===== config.mk =====
export PLATFORM = sky130hd
export DESIGN_NAME = keyword_substitution_cipher
export DESIGN_NICKNAME = d
export VERILOG_FILES = /design/src/hw/rtl/kwsc_pkg.sv /design/src/hw/rtl/kwsc_table_build.sv /design/src/hw/rtl/kwsc_lookup.sv /design/src/hw/rtl/keyword_substitution_cipher.sv
export VERILOG_INCLUDE_DIRS = /design/src /design/src/hw/rtl
export SDC_FILE = /design/constraint.sdc
export NUM_CORES = 1
export LEC_CHECK = 0
export ABC_CLOCK_PERIOD_IN_PS = 12100
export BUFFER_PORTS_ARGS = -buffer_cell sky130_fd_sc_hd__buf_2
export CAP_MARGIN = 40
export CORE_ASPECT_RATIO = 1.4
export CORE_MARGIN = 4
export CORE_UTILIZATION = 54
export DETAILED_ROUTE_END_ITERATION = 10
export GPL_TIMING_DRIVEN = 0
export PLACE_DENSITY = 0.71
export RECOVER_POWER = 50
export SLEW_MARGIN = 30
export SYNTH_ARGS = -nofsm -noshare
export SYNTH_HDL_FRONTEND = slang
export SYNTH_HIERARCHICAL = 1
export SYNTH_SLANG_ARGS = --single-unit

===== constraint.sdc =====
create_clock -name clock -period 12.1 [get_ports clock]
set_input_delay 1.21 -clock clock [delete_from_list [all_inputs] [get_ports clock]]
set_output_delay 1.21 -clock clock [all_outputs]
set_load 0.02 [all_outputs]

===== src/hw/rtl/keyword_substitution_cipher_assert.svh =====
// ----------------------------------------------------------------------------
// keyword substitution cipher assertion macros
// shared concurrent assertion forms, clocked on clock and gated by reset
// ----------------------------------------------------------------------------
`ifndef KEYWORD_SUBSTITUTION_CIPHER_ASSERT_SVH
`define KEYWORD_SUBSTITUTION_CIPHER_ASSERT_SVH

// plain property, checked outside reset
`define KWSC_ASSERT(lbl, prop, msg) \
   lbl: assert property (@(posedge clock) disable iff (reset) prop) else $error(msg);

// same-cycle implication, checked outside reset
`define KWSC_ASSERT_IMPL(lbl, ante, cons, msg) \
   lbl: assert property (@(posedge clock) disable iff (reset) (ante) |-> (cons)) \
      else $error(msg);

`endif


===== src/hw/rtl/kwsc_pkg.sv =====
// ----------------------------------------------------------------------------
// kwsc_pkg
// types and constants shared by the keyword substitution cipher modules
// ----------------------------------------------------------------------------
package kwsc_pkg;

   localparam int NumLetters = 26;
   localparam int KeyBytes   = 24;
   localparam int MaxKey     = 24;

   typedef logic [4:0] letter_type;
   typedef logic [7:0] char_type;

   // table write port from the rebuild sequencer
   typedef struct packed {
      logic       en;
      letter_type plain;
      letter_type cipher;
   } tbl_wr_type;

   localparam logic [1:0] CsrKeyLow    = 2'd0;
   localparam logic [1:0] CsrKeyMid    = 2'd1;
   localparam logic [1:0] CsrKeyHigh   = 2'd2;
   localparam logic [1:0] CsrKeyLength = 2'd3;

   localparam char_type CharLowerA = 8'h61;
   localparam char_type CharLowerZ = 8'h7a;
   localparam char_type CharUpperA = 8'h41;
   localparam char_type CharUpperZ = 8'h5a;

   localparam letter_type LastLetter = 5'd25;
   localparam letter_type CountFull  = 5'd26;

   localparam logic [63:0] KeyLowReset    = 64'd127979059635571;
   localparam logic [4:0]  KeyLengthReset = 5'd6;

endpackage


===== src/hw/rtl/kwsc_table_build.sv =====
// ----------------------------------------------------------------------------
// kwsc_table_build
// rebuild sequencer: walks the keyword, then the unused letters, and writes
// one forward / inverse table entry pair per new cipher alphabet letter
// ----------------------------------------------------------------------------
`include "keyword_substitution_cipher_assert.svh"

module kwsc_table_build
   import kwsc_pkg::*;
(
   input  logic                    clock,
   input  logic                    reset,
   input  logic                    start,
   input  logic [8*KeyBytes-1:0]   key_bytes,
   input  logic [4:0]              key_length,
   output logic                    busy,
   output tbl_wr_type              tbl_wr
);

   localparam logic [1:0] StIdle = 2'd0;
   localparam logic [1:0] StKey  = 2'd1;
   localparam logic [1:0] StFill = 2'd2;

   logic [1:0]                 state_ff, state_in;
   logic [4:0]                 pos_ff, pos_in;
   letter_type                 count_ff, count_in;
   logic [NumLetters-1:0]      used_ff, used_in;
   logic [KeyBytes-1:0][7:0]   key_arr;
   logic [4:0]                 key_len;
   char_type                   key_byte;
   logic                       key_lower, key_upper, key_letter;
   char_type                   key_off;
   letter_type                 key_idx;
   letter_type                 sel_idx;
   logic                       used_hit;

   assign key_arr  = key_bytes;
   assign key_len  = (key_length > 5'(MaxKey)) ? 5'(MaxKey) : key_length;
   assign key_byte = (pos_ff < 5'(KeyBytes)) ? key_arr[pos_ff] : '0;

   // lowercase first, then letter index
   assign key_lower  = (key_byte >= CharLowerA) && (key_byte <= CharLowerZ);
   assign key_upper  = (key_byte >= CharUpperA) && (key_byte <= CharUpperZ);
   assign key_letter = key_lower || key_upper;
   assign key_off    = key_lower ? (key_byte - CharLowerA) :
                       key_upper ? (key_byte - CharUpperA) : '0;
   assign key_idx    = key_off[4:0];

   assign sel_idx  = (state_ff == StFill) ? pos_ff : key_idx;
   assign used_hit = used_ff[sel_idx];
   assign busy     = (state_ff != StIdle);

   always_comb begin
      state_in = state_ff;
      pos_in   = pos_ff;
      count_in = count_ff;
      used_in  = used_ff;
      tbl_wr   = '0;
      case (state_ff)
         StKey: begin
            if (pos_ff < key_len) begin
               pos_in = pos_ff + 5'd1;
               if (key_letter && !used_hit) begin
                  used_in[sel_idx] = 1'b1;
                  tbl_wr.en        = 1'b1;
                  tbl_wr.plain     = count_ff;
                  tbl_wr.cipher    = key_idx;
                  count_in         = count_ff + 5'd1;
               end
            end else begin
               state_in = StFill;
               pos_in   = '0;
            end
         end
         StFill: begin
            if (!used_hit) begin
               used_in[sel_idx] = 1'b1;
               tbl_wr.en        = 1'b1;
               tbl_wr.plain     = count_ff;
               tbl_wr.cipher    = pos_ff;
               count_in         = count_ff + 5'd1;
            end
            if (pos_ff == LastLetter) begin
               state_in = StIdle;
            end else begin
               pos_in = pos_ff + 5'd1;
            end
         end
         default: begin
         end
      endcase
   end

   always_ff @(posedge clock) begin
      if (reset || start) begin
         state_ff <= StKey;
         pos_ff   <= '0;
         count_ff <= '0;
         used_ff  <= '0;
      end else begin
         state_ff <= state_in;
         pos_ff   <= pos_in;
         count_ff <= count_in;
         used_ff  <= used_in;
      end
   end

   `KWSC_ASSERT(a_count_bound, (count_ff <= CountFull), "cipher alphabet count overflow")
   `KWSC_ASSERT_IMPL(a_idle_full, (state_ff == StIdle), (count_ff == CountFull), "rebuild ended with alphabet incomplete")
   `KWSC_ASSERT_IMPL(a_wr_range, tbl_wr.en, ((tbl_wr.plain <= LastLetter) && (tbl_wr.cipher <= LastLetter)), "table write address out of range")

endmodule


===== src/hw/rtl/kwsc_lookup.sv =====
// ----------------------------------------------------------------------------
// kwsc_lookup
// forward and inverse table memories with a two-stage read pipeline
// ----------------------------------------------------------------------------
`include "keyword_substitution_cipher_assert.svh"

module kwsc_lookup
   import kwsc_pkg::*;
(
   input  logic        clock,
   input  logic        reset,
   input  logic        busy,
   input  tbl_wr_type  tbl_wr,
   input  logic        req_valid,
   output logic        req_stall,
   input  logic        req_mode,
   input  char_type    req_in_char,
   output logic        rsp_valid,
   input  logic        rsp_stall,
   output char_type    rsp_out_char
);

   letter_type fwd_mem [NumLetters];
   letter_type inv_mem [NumLetters];

   logic       accept;
   logic       s1_advance;
   logic       req_letter;
   char_type   char_off;
   letter_type rd_addr;
   letter_type mapped;

   logic       s1_valid_ff, s1_valid_in;
   logic       rsp_valid_ff, rsp_valid_in;
   letter_type fwd_rd_ff, inv_rd_ff;
   logic       mode_ff;
   logic       letter_ff;
   char_type   out_char_ff;

   assign req_letter = (req_in_char >= CharLowerA) && (req_in_char <= CharLowerZ);
   assign char_off   = req_letter ? (req_in_char - CharLowerA) : '0;
   assign rd_addr    = char_off[4:0];

   assign s1_advance = !rsp_valid_ff || !rsp_stall;
   assign req_stall  = busy || (s1_valid_ff && !s1_advance);
   assign accept     = req_valid && !req_stall;

   // table writes from the rebuild sequencer
   always_ff @(posedge clock) begin
      if (tbl_wr.en) begin
         fwd_mem[tbl_wr.plain]  <= tbl_wr.cipher;
         inv_mem[tbl_wr.cipher] <= tbl_wr.plain;
      end
   end

   // synchronous read, held while the stage is stalled
   always_ff @(posedge clock) begin
      if (accept) begin
         fwd_rd_ff <= fwd_mem[rd_addr];
         inv_rd_ff <= inv_mem[rd_addr];
         mode_ff   <= req_mode;
         letter_ff <= req_letter;
      end
   end

   assign mapped = mode_ff ? inv_rd_ff : fwd_rd_ff;

   always_comb begin
      s1_valid_in  = s1_valid_ff;
      rsp_valid_in = rsp_valid_ff;
      if (s1_advance) begin
         s1_valid_in  = 1'b0;
         rsp_valid_in = s1_valid_ff;
      end
      if (accept) begin
         s1_valid_in = 1'b1;
      end
   end

   always_ff @(posedge clock) begin
      if (reset) begin
         s1_valid_ff  <= 1'b0;
         rsp_valid_ff <= 1'b0;
      end else begin
         s1_valid_ff  <= s1_valid_in;
         rsp_valid_ff <= rsp_valid_in;
      end
   end

   always_ff @(posedge clock) begin
      if (s1_advance && s1_valid_ff) begin
         out_char_ff <= letter_ff ? (CharLowerA + {3'b000, mapped}) : '0;
      end
   end

   assign rsp_valid    = rsp_valid_ff;
   assign rsp_out_char = out_char_ff;

   `KWSC_ASSERT(a_no_read_in_build, !(accept && tbl_wr.en), "transaction accepted during table rebuild")
   `KWSC_ASSERT(a_accept_fills_s1, (accept |=> s1_valid_ff), "accepted transaction lost in read stage")
   `KWSC_ASSERT(a_s1_hold, ((s1_valid_ff && !s1_advance) |=> (s1_valid_ff && $stable(fwd_rd_ff) && $stable(inv_rd_ff) && $stable(mode_ff))), "read stage changed while stalled")

endmodule


===== src/hw/rtl/keyword_substitution_cipher.sv =====
// a request is registered in the read stage, then its result in the output register
// throughput: one transaction per cycle when not stalled, reading both tables
// tables rebuild after reset and after every csr write, with req_stall
// high throughout
// reset loads keyword "secret" with length 6
// ----------------------------------------------------------------------------
// keyword_substitution_cipher
// keyword substitution cipher on lowercase ascii letters, encrypt or decrypt
// ----------------------------------------------------------------------------
module keyword_substitution_cipher
   import kwsc_pkg::*;
(
   input  logic        clock,
   input  logic        reset,
   input  logic        req_valid,
   output logic        req_stall,
   input  logic        req_mode,
   input  logic [7:0]  req_in_char,
   output logic        rsp_valid,
   input  logic        rsp_stall,
   output logic [7:0]  rsp_out_char,
   input  logic        csr_write_enable,
   input  logic [1:0]  csr_index,
   input  logic [63:0] csr_write_data
);

   logic [63:0] key_low_ff;
   logic [63:0] key_mid_ff;
   logic [63:0] key_high_ff;
   logic [4:0]  key_length_ff;
   logic        build_busy;
   logic        busy;
   tbl_wr_type  tbl_wr;

   always_ff @(posedge clock) begin
      if (reset) begin
         key_low_ff    <= KeyLowReset;
         key_mid_ff    <= '0;
         key_high_ff   <= '0;
         key_length_ff <= KeyLengthReset;
      end else if (csr_write_enable) begin
         case (csr_index)
            CsrKeyLow:    key_low_ff    <= csr_write_data;
            CsrKeyMid:    key_mid_ff    <= csr_write_data;
            CsrKeyHigh:   key_high_ff   <= csr_write_data;
            CsrKeyLength: key_length_ff <= csr_write_data[4:0];
            default: begin
            end
         endcase
      end
   end

   assign busy = build_busy || csr_write_enable;

   kwsc_table_build u_build (
      .clock      (clock),
      .reset      (reset),
      .start      (csr_write_enable),
      .key_bytes  ({key_high_ff, key_mid_ff, key_low_ff}),
      .key_length (key_length_ff),
      .busy       (build_busy),
      .tbl_wr     (tbl_wr)
   );

   kwsc_lookup u_lookup (
      .clock        (clock),
      .reset        (reset),
      .busy         (busy),
      .tbl_wr       (tbl_wr),
      .req_valid    (req_valid),
      .req_stall    (req_stall),
      .req_mode     (req_mode),
      .req_in_char  (req_in_char),
      .rsp_valid    (rsp_valid),
      .rsp_stall    (rsp_stall),
      .rsp_out_char (rsp_out_char)
   );

endmodule


## Word level (Yosys, flattened, before mapping)

Memories as Yosys holds them, arrays and structs flattened. A register that Yosys moved wholly into a read port is not among the register bits.
Cells that the tools add are included.

| cells by class | value |
|---|---|
| eq/ne operators | 12 |
| bitwise logic cells | 1 |
| mux-type cells | 35 |
| add/sub/neg operators | 6 |
| reductions and logical operators | 29 |
| $lt $le $gt $ge | 12 |

Operators with widths:

| cell | count |
|---|---|
| $mux 26 | 3 |
| $mux 5 | 11 |
| $pmux 26 s2 | 1 |
| $bmux 8 s5 | 1 |
| $mux 11 | 3 |
| $or 26x26->26 | 1 |
| $ge 8x7->1 const B | 3 |
| $le 8x7->1 const B | 3 |
| $pmux 11 s2 | 1 |
| $pmux 5 s2 | 2 |
| $mux 8 | 2 |
| $sub 5x1->5 const B | 3 |
| $lt 5x6->1 const B | 2 |
| $add 5x1->5 const B | 2 |
| $reduce_and 2->1 | 5 |
| $add 7x5->8 const A | 1 |
| $logic_and 1x1->1 | 8 |
| $ne 2x2->1 const B | 4 |
| $eq 2x2->1 const B | 3 |
| $mux 1 | 6 |
| $reduce_bool 2->1 | 3 |
| $bmux 1 s5 | 1 |
| $demux 1 s5 | 1 |
| $eq 5x5->1 const B | 1 |
| 13 further kinds | 24 |

| word-level totals | value |
|---|---|
| memories | 2 |
| bits of input ports | 80 |
| RAM bits | 260 |
| register bits | 247 |

Memories:

| memory | words | bits a word | rd ports | clocked after Yosys merged registers in | write ports | line | text |
|---|---|---|---|---|---|---|---|
| u_lookup.fwd_mem | 26 | 5 | 1 | 1 | 1 | kwsc_lookup.sv:23 | `letter_type fwd_mem [NumLetters];` |
| u_lookup.inv_mem | 26 | 5 | 1 | 1 | 1 | kwsc_lookup.sv:24 | `letter_type inv_mem [NumLetters];` |

## Depth between registers and ports, before layout

Gate-level depths: netlist of run 1.

| logic depth | value |
|---|---|
| word-level depth | 17 |
| mapped depth | 23 |

## Hierarchy

The synthesis of run 1 kept the hierarchy.

Modules (own cells, without submodules):

| module | cells an instance | sequential area each (µm²) | area an instance (µm²) | instances |
|---|---|---|---|---|
| kwsc_lookup | 736 | 8448.1 | 11836.4 | 1 |
| keyword_substitution_cipher | 741 | 3943.8 | 7940.1 | 1 |
| kwsc_table_build | 461 | 760.7 | 4155.2 | 1 |

## Worst setup path after synthesis of run 1

OpenSTA, ideal clock, no wires.

| timing | value |
|---|---|
| path kind | reg-to-reg |
| start | register u_build.pos_ff[0] |
| end | memory u_lookup/inv_mem[11][0] (netlist name) (enable) |
| setup slack | 5.767 ns |
| period minus slack after synthesis | 6.333 ns |
| setup time | 0.341 ns |
| arrival | 5.992 ns |
| required time | 11.759 ns |
| path buffers | 3 |
| stages on the path, launching flop included | 21 |
| cell sequence | dfxtp_1 buf_6 buf_4 mux4_2 nand3b_1 nand4_1 a21oi_1 ha_1 nand2_1 o31a_1 o41a_1 o211ai_2 o21ai_4 buf_6 a221o_1 o211a_1 a2111oi_4 nand3_1 a21oi_1 or3b_2 nor2_1 |

RTL lines:

| what | line | text |
|---|---|---|
| start: declaration | kwsc_table_build.sv:25 | `logic [4:0] pos_ff, pos_in;` |
| start signal: assignment | kwsc_table_build.sv:102 | `pos_ff <= pos_in;` |
| end: declaration | kwsc_lookup.sv:24 |  |

==> metrics.yaml, run 1 <==
floorplan:
  rows: 91
  die_width_um: 186
  io_pins: 90
  die_y_um: 257
  start_util: 0.545
  core_area_um2: 43900
  die_area_um2: 47800
logic_synthesis:
  ys_types: 86
  avgSynthCellArea_um2: 12.3
  synth_fp_nets: 2035
  synth-seq-area-share: 0.550
  synth_seq_cells: 517
  yosys.area.top_type: "edfxtp_1"
  synth_mux_area_frac: 0.179
  yosysWarnings: 6
  synthXorXnorAreaFrac: 0.00439
  netlist_area_um2: 23900
  synth_edf_count: 280
  synth-compound-area-share: 0.0805
  syn_inst: 1938
  synth-async-reset-ratio: 0
  synth_flop_cell: "edfxtp_1"
  synth_top_area_share: 0.351
  synthTopCellsByArea: "edfxtp_1, dfxtp_1, mux2i_1"
  synthAdderAreaFrac: 0.00889
  yosys.area_share.simple: 0.144
  synth_top_family_by_area: "multiplexers"
clocking:
  htreeDepth: 2
  clkSinkCount: 517
  cts_tree: "built"
  cts_hold_buf: 0
  cts-root-buf: "clkbuf_16"
  cts_resized: 0
  cts_max_path_buffers: 3
  cts_setup_buffers: 0
  clkSlewWorstSetupHoldPaths_ps: 60
  cts_buffers: 49
  insertion_delay_ps: 580
timing:
  slew_headroom: -0.00542
  grt_setup_unrepaired: "false"
  fmax_mhz: 103
  period_needed_ps: 9670
  setup_violations: 0
  final_hold_viol_count: 0
  final.period_utilization: 0.799
  skew_ps: 29.0
  max_slew.worst_pin.slew_ps: 1490
  fin_setup_tns_ps: 0
  slew_violations: 1
global_routing:
  grt_max_degree: 30
  first_global_vias: 16800
  grt_usage: 0.288
  antenna_found_initial: 0
  grt_pass1_wl_mm: 103
  gr-total-overflow: 0
run_status:
  status: "finished with violations"
  violations: "max-capacitance violations, max-slew violations"
layout:
  seq_area_um2: 13200
  n_antenna_cell: 0
  post_layout_nonfiller_instances: 2685
  layout.nets: 2185
  drive_gt1_frac: 0.165
  fillers: 3495
  syn_to_final_growth_pct: 12.4
  multi_input_area_um2: 10000
worst_setup_path:
  worstPathArrival_ps: 9880
  cp_data_required_time_ps: 12310
  crit_path_start_kind: "register"
  worstSetupEndpointType: "register"
  crit_type: "reg2reg"
  path_max_fanout: 18
place:
  dp_hpwl_mm: 51.7
  place.gp.congestion: 1.03
  dp.cells: 2594
  port_buffers: 87
power:
  p_leak_nw: 9.78
  power_density_nw_per_um2: 150
  ir_drop_v: 0.000115
run:
  max_cap_violations: 1
route:
  drcViolationCount: 0
  wirelength_mm: 69.9
  ant_nets: 0
  via_per_inst: 6.16
  drt-initial-drc-count: 1402
  vias: 16500
  wl_per_cell_um: 26.0
  firstDrtPassIters: 5
hold_path:
  hold_class: "reg2reg"
## state kept, by name, summed over array words and instances, names as in the netlist
name,cells
u_lookup/inv_mem,130
u_lookup/rsp_valid,1
u_lookup/inv_rd_ff,5
u_lookup/fwd_mem,130
u_build/pos_ff,5
u_lookup/mode_ff,1
u_build/count_ff,5
u_lookup/fwd_rd_ff,5
u_lookup/s1_valid_ff,1
key_mid_ff,64
u_build/used_ff,26
u_lookup/rsp_out_char,8
key_length_ff,5
u_lookup/letter_ff,1
key_low_ff,64
key_high_ff,64
u_build/state_ff,2
## critical path: stages, from the launching register on
cell and delay (ps):
dfxtp_1 380, clkbuf_1 700, clkbuf_1 770, clkbuf_1 580, clkbuf_1 770, mux2i_1 350
nor3_1 70, a21oi_1 560, ha_1 390, nand2_1 80, o31a_1 310, o41a_1 390
o211ai_2 190, o21ai_0 250, clkbuf_1 290, a21oi_1 180, a22oi_1 140, a2111oi_4 640
o2111ai_2 540, nor2_4 520, buf_16 210, nand3b_1 420, nor2_1 550
## final cells by class
type,count,share of cell area
buffer,128,0.0247
clock buffer,77,0.0529
clock inverter,13,0.00521
inverter,27,0.00377
multi-input combinational,1266,0.373
sequential,517,0.489
tap,558,0.0260
timing repair buffer,99,0.0253
## final timing paths
path / startpoint / to / slack (ps) / cells after the start
max: u_build/pos_ff[0]$_SDFFE_PP0P_ / u_lookup/fwd_mem[25][4]$_DFFE_PP_ / 2430 / 22
min: u_build/used_ff[10]$_SDFFE_PP0P_ / u_build/used_ff[10]$_SDFFE_PP0P_ / 460 / 1
max reg2reg: u_build/pos_ff[0]$_SDFFE_PP0P_ / u_lookup/fwd_mem[25][4]$_DFFE_PP_ / 2430 / 22
min reg2reg: u_build/used_ff[10]$_SDFFE_PP0P_ / u_build/used_ff[10]$_SDFFE_PP0P_ / 460 / 1
## cells in the mapped netlist (all sizes together), types with 4 or more instances
cell / instances
dfxtp: 237
mux4: 53
buf: 74
a41oi: 5
o211a: 4
nor4: 22
a22oi: 9
nor3: 31
a21oi: 43
o211ai: 5
or3: 8
nor2: 157
o31ai: 4
nand3: 22
o31a: 11
a21boi: 4
o32a: 9
nand2: 74
o22ai: 10
a211oi: 13
mux2: 50
and2: 14
edfxtp: 280
a32o: 21
o21ai: 22
or3b: 7
mux2i: 252
xor2: 5
clkbuf: 54
a21o: 25
inv: 26
ha: 17
a221oi: 14
xnor2: 7
a31oi: 19
nand4: 8
nand3b: 16
and3: 4
nor2b: 25
nand2b: 241
## where the power goes
group          internal (mW)  switching (mW)
Clock                  0.852           0.651
Combinational          0.193           0.363
Sequential              1.95          0.0282
## cell families after synthesis
logic type / after synthesis
xor+xnor: 12
buf+inv: 155
compound gates: 245
flops: 517
mux: 355
simple gates: 637
fa+ha+maj: 17
## metal layers
metal | global-route usage | part of all wire | wire [um] | up-vias
met5 | 0 | 0 | 0 | -
met3 | 0.0339 | 0.050 | 3520 | 246
met1 | 0.317 | 0.35 | 24200 | 8124
met4 | 0.214 | 0.093 | 6510 | 0
met2 | 0.503 | 0.51 | 35600 | 702
li1 | - | - | - | 7455
## metrics by stage
stage	power [mW]	setup slack [ps]	util	cell area [um2]	hold WS, ps
after global routing	4.16	2040	0.612	26900	484
after floorplan	2.33	5770	-	23900	431
after global placement	2.52	2870	0.570	25100	443
final	4.03	2430	0.612	26900	461
after CTS	4.05	4440	0.614	27000	465
after detailed placement	2.57	4460	0.578	25400	450
## layout by cell type, fill, tap and decap left out, types with 31 or more instances in the layout
cell type    n
dfxtp_1    237
mux2i_1    252
nor2_1     152
nand2b_1   241
mux4_2      53
nor3_1      31
nand2_1     73
clkbuf_16   50
clkbuf_1   103
mux2_2      49
a21oi_1     39
edfxtp_1   280
buf_2       97
No activity file was read; power rests on OpenSTA's default activity.
==> inputs of run 2 (changes only) <==
ABC_AREA = 1   (was unset)
ABC_CLOCK_PERIOD_IN_PS = 8400   (was 12100)
PLACE_DENSITY = 0.74   (was 0.71)
clock period = 8.4 ns   (was 12.1 ns; I/O delays follow)
==> metrics.yaml, run 2 <==
layout:
  final_cell_mix: "nand2_1, nor2_1, inv_1, nand3_1, edfxtp_1"
  top_regs: "u_lookup/fwd_mem x130, u_lookup/inv_mem x130"
  syn_to_final_growth_pct: 11.7
  drive_gt1_frac: 0.0967  # -0.0684
  n_antenna_cell: 0  # unchanged
  fillers: 4295  # +23%
  final_common_cell: "nand2_1"
  utilization: 0.609  # -0.00297
  layout.nets: 3597  # +65%
worst_setup_path:
  r2r-end: "u_lookup/inv_mem[9][1]$_DFFE_PP_"
  crit_path_start_kind: "register"
  cp_top_family: "simple AND/OR/NAND/NOR gates"
  reg2reg_depth: 24  # +9.1%
  crit_type: "reg2reg"
  slowest_delay_ps: 1030  # +260 ps
  r2r_slack_ps: 1230  # -1200 ps
  worstSetupEndpointType: "register"
  critPathSlowestCell: "a21oi_1"
  cp_num_buf_inv: 4  # -2
  path_max_fanout: 14  # -4
  crit_chain: "clkbuf_1 > clkbuf_1 > nand3_1 > nand3_1 > nand2_1 > nor2_1 > nand2_1 > nand3_1 > nand3_1 > nand2_1 > nand2_1 > nand2_1 > nor2_1 > o21ai_0 > inv_2 > nand3_1 > a21oi_1 > nor2_1 > nand3_1 > inv_1 > nand2_1 > a21oi_1 > nand3_1 > nor2_1"
  cpMostUsedCell: "nand3_1"
  worstPathArrival_ps: 7390  # -2490 ps
  cp_data_required_time_ps: 8620  # -3690 ps
  setup.worst_path.start: "u_build/pos_ff[1]$_SDFFE_PP0P_"
  r2r-start: "u_build/pos_ff[1]$_SDFFE_PP0P_"
logic_synthesis:
  yosys.area.top_type: "edfxtp_1"
  synth_seq_cells: 517  # unchanged
  netlist_area_um2: 25600  # +6.9%
  synth_most_common_cell: "nand2_1"
  avgSynthCellArea_um2: 7.64  # -38%
  synth_top_area_share: 0.329  # -0.0228
  synth_edf_count: 280  # unchanged
  synthTopCellsByArea: "edfxtp_1, dfxtp_1, nand2_1"
  synth_flop_cell: "edfxtp_1"
  synth_fp_nets: 3446  # +69%
  ys_types: 46  # -47%
  synth-seq-area-share: 0.514  # -0.0356
  yosysWarnings: 6  # unchanged
  synth-async-reset-ratio: 0  # unchanged
  syn_inst: 3349  # +73%
  ys_top_cells_by_count: "nand2_1, nor2_1, inv_1"
floorplan:
  die_y_um: 266  # +3.3%
  die_area_um2: 51000  # +6.7%
  core_area_um2: 46900  # +6.8%
  rows: 94  # +3.3%
  io_pins: 90  # unchanged
  start_util: 0.545  # +0.000774
  die_width_um: 192  # +3.3%
route:
  vias: 22100  # +33%
  ant_nets: 0  # unchanged
  via_per_inst: 5.30  # -14%
  wirelength_mm: 81.6  # +17%
  wl_per_cell_um: 19.6  # -25%
  firstDrtPassIters: 5  # unchanged
  drt-initial-drc-count: 1697  # +21%
  drcViolationCount: 0  # unchanged
clocking:
  cts_setup_buffers: 0  # unchanged
  htreeDepth: 2  # unchanged
  cts_resized: 0  # unchanged
  insertion_delay_ps: 590  # about the same
  cts_buffers: 49  # unchanged
  cts_hold_buf: 0  # unchanged
  clkSinkCount: 517  # unchanged
  cts-root-buf: "clkbuf_16"
  clkSlewWorstSetupHoldPaths_ps: 60  # about the same
  cts_max_path_buffers: 3  # unchanged
  cts_tree: "built"
hold_path:
  min_path_cells: 1  # unchanged
  worstHoldEndpoint: "u_lookup/mode_ff$_DFFE_PP_"
  min_from: "req_mode"
  hold_class: "in2reg"
timing:
  period_needed_ps: 7170  # -2500 ps
  setup_violations: 0  # unchanged
  fin_setup_tns_ps: 0  # unchanged
  slew_headroom: 0.120  # +0.126
  max_slew.worst_pin.slew_ps: 1320  # -175 ps
  grt_setup_unrepaired: "false"
  slew_violations: 0  # -1
  fmax_mhz: 140  # +35%
  final.period_utilization: 0.853  # +0.0540
  skew_ps: 22.7  # -6.39 ps
  final_hold_viol_count: 0  # unchanged
global_routing:
  gr-total-overflow: 0  # unchanged
  grt_usage: 0.317  # +0.0285
  grt_max_degree: 29  # -3.3%
  antenna_found_initial: 0  # unchanged
  grt_pass1_wl_mm: 122  # +19%
  first_global_vias: 21500  # +28%
power:
  p_seq_frac: 0.476  # -0.014
  p_int_mw: 4.27  # +43%
  switching_share: 0.279  # +0.0203
  p_sw_mw: 1.65  # +58%
  ir_drop_v: 0.000174  # +52%
  clkPwrFrac: 0.380  # +0.008
  power_density_nw_per_um2: 207  # +38%
  pwr-share-comb: 0.145  # +0.007
  p_leak_nw: 13.1  # +34%
run_status:
  status: "finished, final reports clean"
place:
  port_buffers: 89  # +2.3%
  dp_hpwl_mm: 60.3  # +17%
  place.gp.congestion: 1.03  # -0.32%
run:
  max_cap_violations: 0  # -1
## run 2: layout make-up
class / count / area, um2 / area share
Clock buffer: 62 / 1350 / 0.0471
Inverter: 480 / 1800 / 0.0631
Clock inverter: 27 / 270 / 0.00946
Tap cell: 624 / 781 / 0.0273
Buffer: 179 / 1040 / 0.0363
Timing Repair Buffer: 100 / 673 / 0.0236
Multi-Input combinational cell: 2173 / 9520 / 0.333
Sequential cell: 517 / 13200 / 0.460
## run 2: stage by stage
stage	power [mW]	worst slack [ps]	std cells	instance area (um2)	hold WS [ps]
final	5.91	1230	4162	28600	430
after global routing	6.12	868	4162	28600	412
after CTS	5.95	2210	4162	28800	404
after detailed placement	3.72	2220	4073	27200	439
after global placement	3.68	334	4062	26800	432
after floorplan	3.37	3590	3349	25600	424
## run 2: worst max-delay path by stage
stage | endpoint | slack [ps] | cells past startpoint
6_report | u_lookup/inv_mem[9][1]$_DFFE_PP_ | 1230 | 24
5_1_grt | u_lookup/inv_mem[15][4]$_DFFE_PP_ | 870 | 27
4_1_cts | u_lookup/fwd_mem[25][2]$_DFFE_PP_ | 2210 | 26
3_5_place_dp | u_lookup/fwd_mem[25][2]$_DFFE_PP_ | 2220 | 28
3_3_place_gp | u_lookup/inv_mem[9][2]$_DFFE_PP_ | 330 | 25
2_1_floorplan | u_lookup/inv_mem[13][0]$_DFFE_PP_ | 3590 | 31
## run 2: worst reg2reg max path: cells and delay by family, from the launching register on
family / cells / cell delay, ps
AOI/OAI and AO/OA: 3 / 1760
and+or+nand+nor: 17 / 3110
DFF: 1 / 440
buffers and inverters: 4 / 1520
## run 2: cells by family after synthesis
| family | Yosys count | synth area share |
|---|---|---|
| compound gates | 174 | 0.0404 |
| xor+xnor | 10 | 0.00342 |
| fa+ha+maj | 17 | 0.00831 |
| buf+inv | 659 | 0.112 |
| flops | 517 | 0.514 |
| mux | 2 | 0.000782 |
| simple gates | 1970 | 0.321 |
## run 2: power groups by stage
stage / Combinational (mW) / Clock (mW) / Sequential, mW
after detailed placement: 0.857 / 0 / 2.87
after floorplan: 0.521 / 0 / 2.85
final: 0.855 / 2.25 / 2.81
after CTS: 0.863 / 2.27 / 2.81
after global placement: 0.813 / 0 / 2.87
after global routing: 0.926 / 2.38 / 2.82
## run 2: metal layers
metal,routed length (um),vias to the layer above,share of wire,GRT usage
li1,-,10800,-,-
met1,27500,9947,0.34,0.331
met2,40900,1010,0.50,0.566
met3,4840,340,0.059,0.0354
met4,8320,0,0.10,0.259
met5,0,-,0,0
==> inputs of run 3 (changes only) <==
CORE_UTILIZATION = 40   (was 54)
PLACE_DENSITY = unset   (was 0.74)
==> metrics.yaml, run 3 (synthesis gave the netlist of run 2 again) <==
clocking:
  insertion_delay_ps: 610  # +20 ps
  cts_max_path_buffers: 3  # unchanged
  htreeDepth: 2  # unchanged
  cts-root-buf: "clkbuf_16"
  cts_tree: "built"
  clkSinkCount: 517  # unchanged
  clkSlewWorstSetupHoldPaths_ps: 60  # about the same
  cts_setup_buffers: 0  # unchanged
  cts_hold_buf: 0  # unchanged
  cts_buffers: 53  # +8.2%
  cts_resized: 0  # unchanged
route:
  via_per_inst: 4.90  # -7.5%
  drcViolationCount: 0  # unchanged
  wl_met3_mm: 3.98  # -18%
  firstDrtPassIters: 6  # +1
  wl_per_cell_um: 19.0  # -3.2%
  m1WireLength_mm: 29.9  # +8.9%
  ant_nets: 0  # unchanged
  wirelength_mm: 83.1  # +1.8%
  met2_wirelength_mm: 42.6  # +4.1%
  drt-initial-drc-count: 1429  # -16%
  highest_layer: "met4"
  vias: 21500  # -2.7%
floorplan:
  die_y_um: 307  # +16%
  core_area_um2: 63300  # +35%
  die_area_um2: 68100  # +34%
  start_util: 0.404  # -0.141
  die_width_um: 222  # +16%
  rows: 109  # +16%
  io_pins: 90  # unchanged
layout:
  final_common_cell: "nand2_1"
  fillers: 6471  # +51%
  final_cell_mix: "nand2_1, nor2_1, inv_1, nand3_1, edfxtp_1"
  drive_gt1_frac: 0.0934  # -0.00324
  syn_to_final_growth_pct: 12.9
  multi_input_area_um2: 9570  # +0.60%
  top_regs: "u_lookup/fwd_mem x130, u_lookup/inv_mem x130"
  seq_area_um2: 13200  # unchanged
  utilization: 0.457  # -0.152
  final_cell_area_um2: 28900  # +1.1%
  layout.nets: 3600  # +0.083%
  post_layout_nonfiller_instances: 4377  # +5.2%
worst_setup_path:
  critPathSlowestCell: "nor2_1"
  worstPathArrival_ps: 7240  # -150 ps
  cpMostUsedCell: "nand3_1"
  r2r_slack_ps: 1410  # +170 ps
  cp_data_required_time_ps: 8650  # +30 ps
  path_max_fanout: 15  # +1
  slowest_delay_ps: 620  # -410 ps
  crit_path_start_kind: "register"
  worstSetupEndpointType: "register"
  crit_type: "reg2reg"
timing:
  fin_setup_tns_ps: 0  # unchanged
  setup_violations: 0  # unchanged
  slew_headroom: 0.177  # +0.0569
  slew_violations: 0  # unchanged
  final_hold_viol_count: 0  # unchanged
  final.period_utilization: 0.833  # -0.0206
  grt_setup_unrepaired: "false"
  fmax_mhz: 143  # +2.5%
  period_needed_ps: 6990  # -173 ps
  skew_ps: 15.2  # -7.42 ps
  max_slew.worst_pin.slew_ps: 1230  # -85.4 ps
power:
  p_leak_nw: 13.1  # -0.21%
  ir_drop_v: 0.000162  # -7.0%
  power_density_nw_per_um2: 207  # -0.12%
place:
  dp.cells: 4280  # +5.1%
  port_buffers: 89  # unchanged
  place.gp.congestion: 1.02  # -1.3%
  place_area_um2: 27400  # +0.94%
  dp_hpwl_mm: 62.6  # +3.8%
global_routing:
  gr-total-overflow: 0  # unchanged
  grt_pass1_wl_mm: 125  # +2.0%
  antenna_found_initial: 3  # +3
  grt_max_degree: 23  # -21%
  grt_usage: 0.240  # -0.0771
  first_global_vias: 20900  # -3.1%
run:
  max_cap_violations: 0  # unchanged
run_status:
  status: "finished, final reports clean"
hold_path:
  hold_class: "in2reg"
## run 3: cell types whose count changed in the layout (fill, tap and decap cells not counted), moves of 3 or more
cell	delta
nor2_1	-3
buf_6	-7
clkbuf_1	+19
clkbuf_16	+5
buf_2	-8
buf_1	+5
clkinv_2	-5
a21oi_4	+3
## run 3: through the flow
step / setup WS [ps] / power [mW] / hold slack (ps)
after floorplan: 3590 / 3.37 / 424
after global placement: 64.6 / 3.69 / 438
after detailed placement: 2250 / 3.73 / 444
after CTS: 2250 / 6.03 / 362
after global routing: 962 / 6.21 / 377
final: 1410 / 5.97 / 406
## run 3: critical path: cells and delay by family, from the launching register on
family          cells  cell delay (ps)
compound gates      4             1610
fa+ha+maj           1              170
buf+inv             6             1020
flops               1              370
simple gates       17             3470
## run 3: worst paths after layout
check	to	from	cells after the start
worst max-delay path	u_lookup/inv_mem[9][2]$_DFFE_PP_	u_build/pos_ff[0]$_SDFFE_PP0P_	28
worst min-delay path	u_lookup/mode_ff$_DFFE_PP_	req_mode	1
worst max register to register	u_lookup/inv_mem[9][2]$_DFFE_PP_	u_build/pos_ff[0]$_SDFFE_PP0P_	28
worst min register to register	u_build/used_ff[23]$_SDFFE_PP0P_	u_build/used_ff[23]$_SDFFE_PP0P_	2
## run 3: cell type report
type	count	area share
inverter	480	0.0625
sequential	517	0.455
clock buffer	76	0.0524
buffer	179	0.0334
clock inverter	19	0.00602
tap	832	0.0360
multi-input combinational	2173	0.331
antenna	2	0.000173
timing repair buffer	99	0.0227
## run 3: where the power goes
part | switching (mW) | leakage (nW) | total [mW] | internal [mW]
clock | 0.995 | 0.824 | 2.31 | 1.31
combinational | 0.613 | 7.70 | 0.847 | 0.234
sequential | 0.0449 | 4.54 | 2.82 | 2.77
total | 1.65 | 13.1 | 5.97 | 4.32
## run 3: metal layers
layer  global-route usage  vias to the layer above
li1                     -                    10800
met3               0.0293                      230
met2                0.447                      689
met4                0.154                        0
met5                    0                        -
met1                0.254                     9779
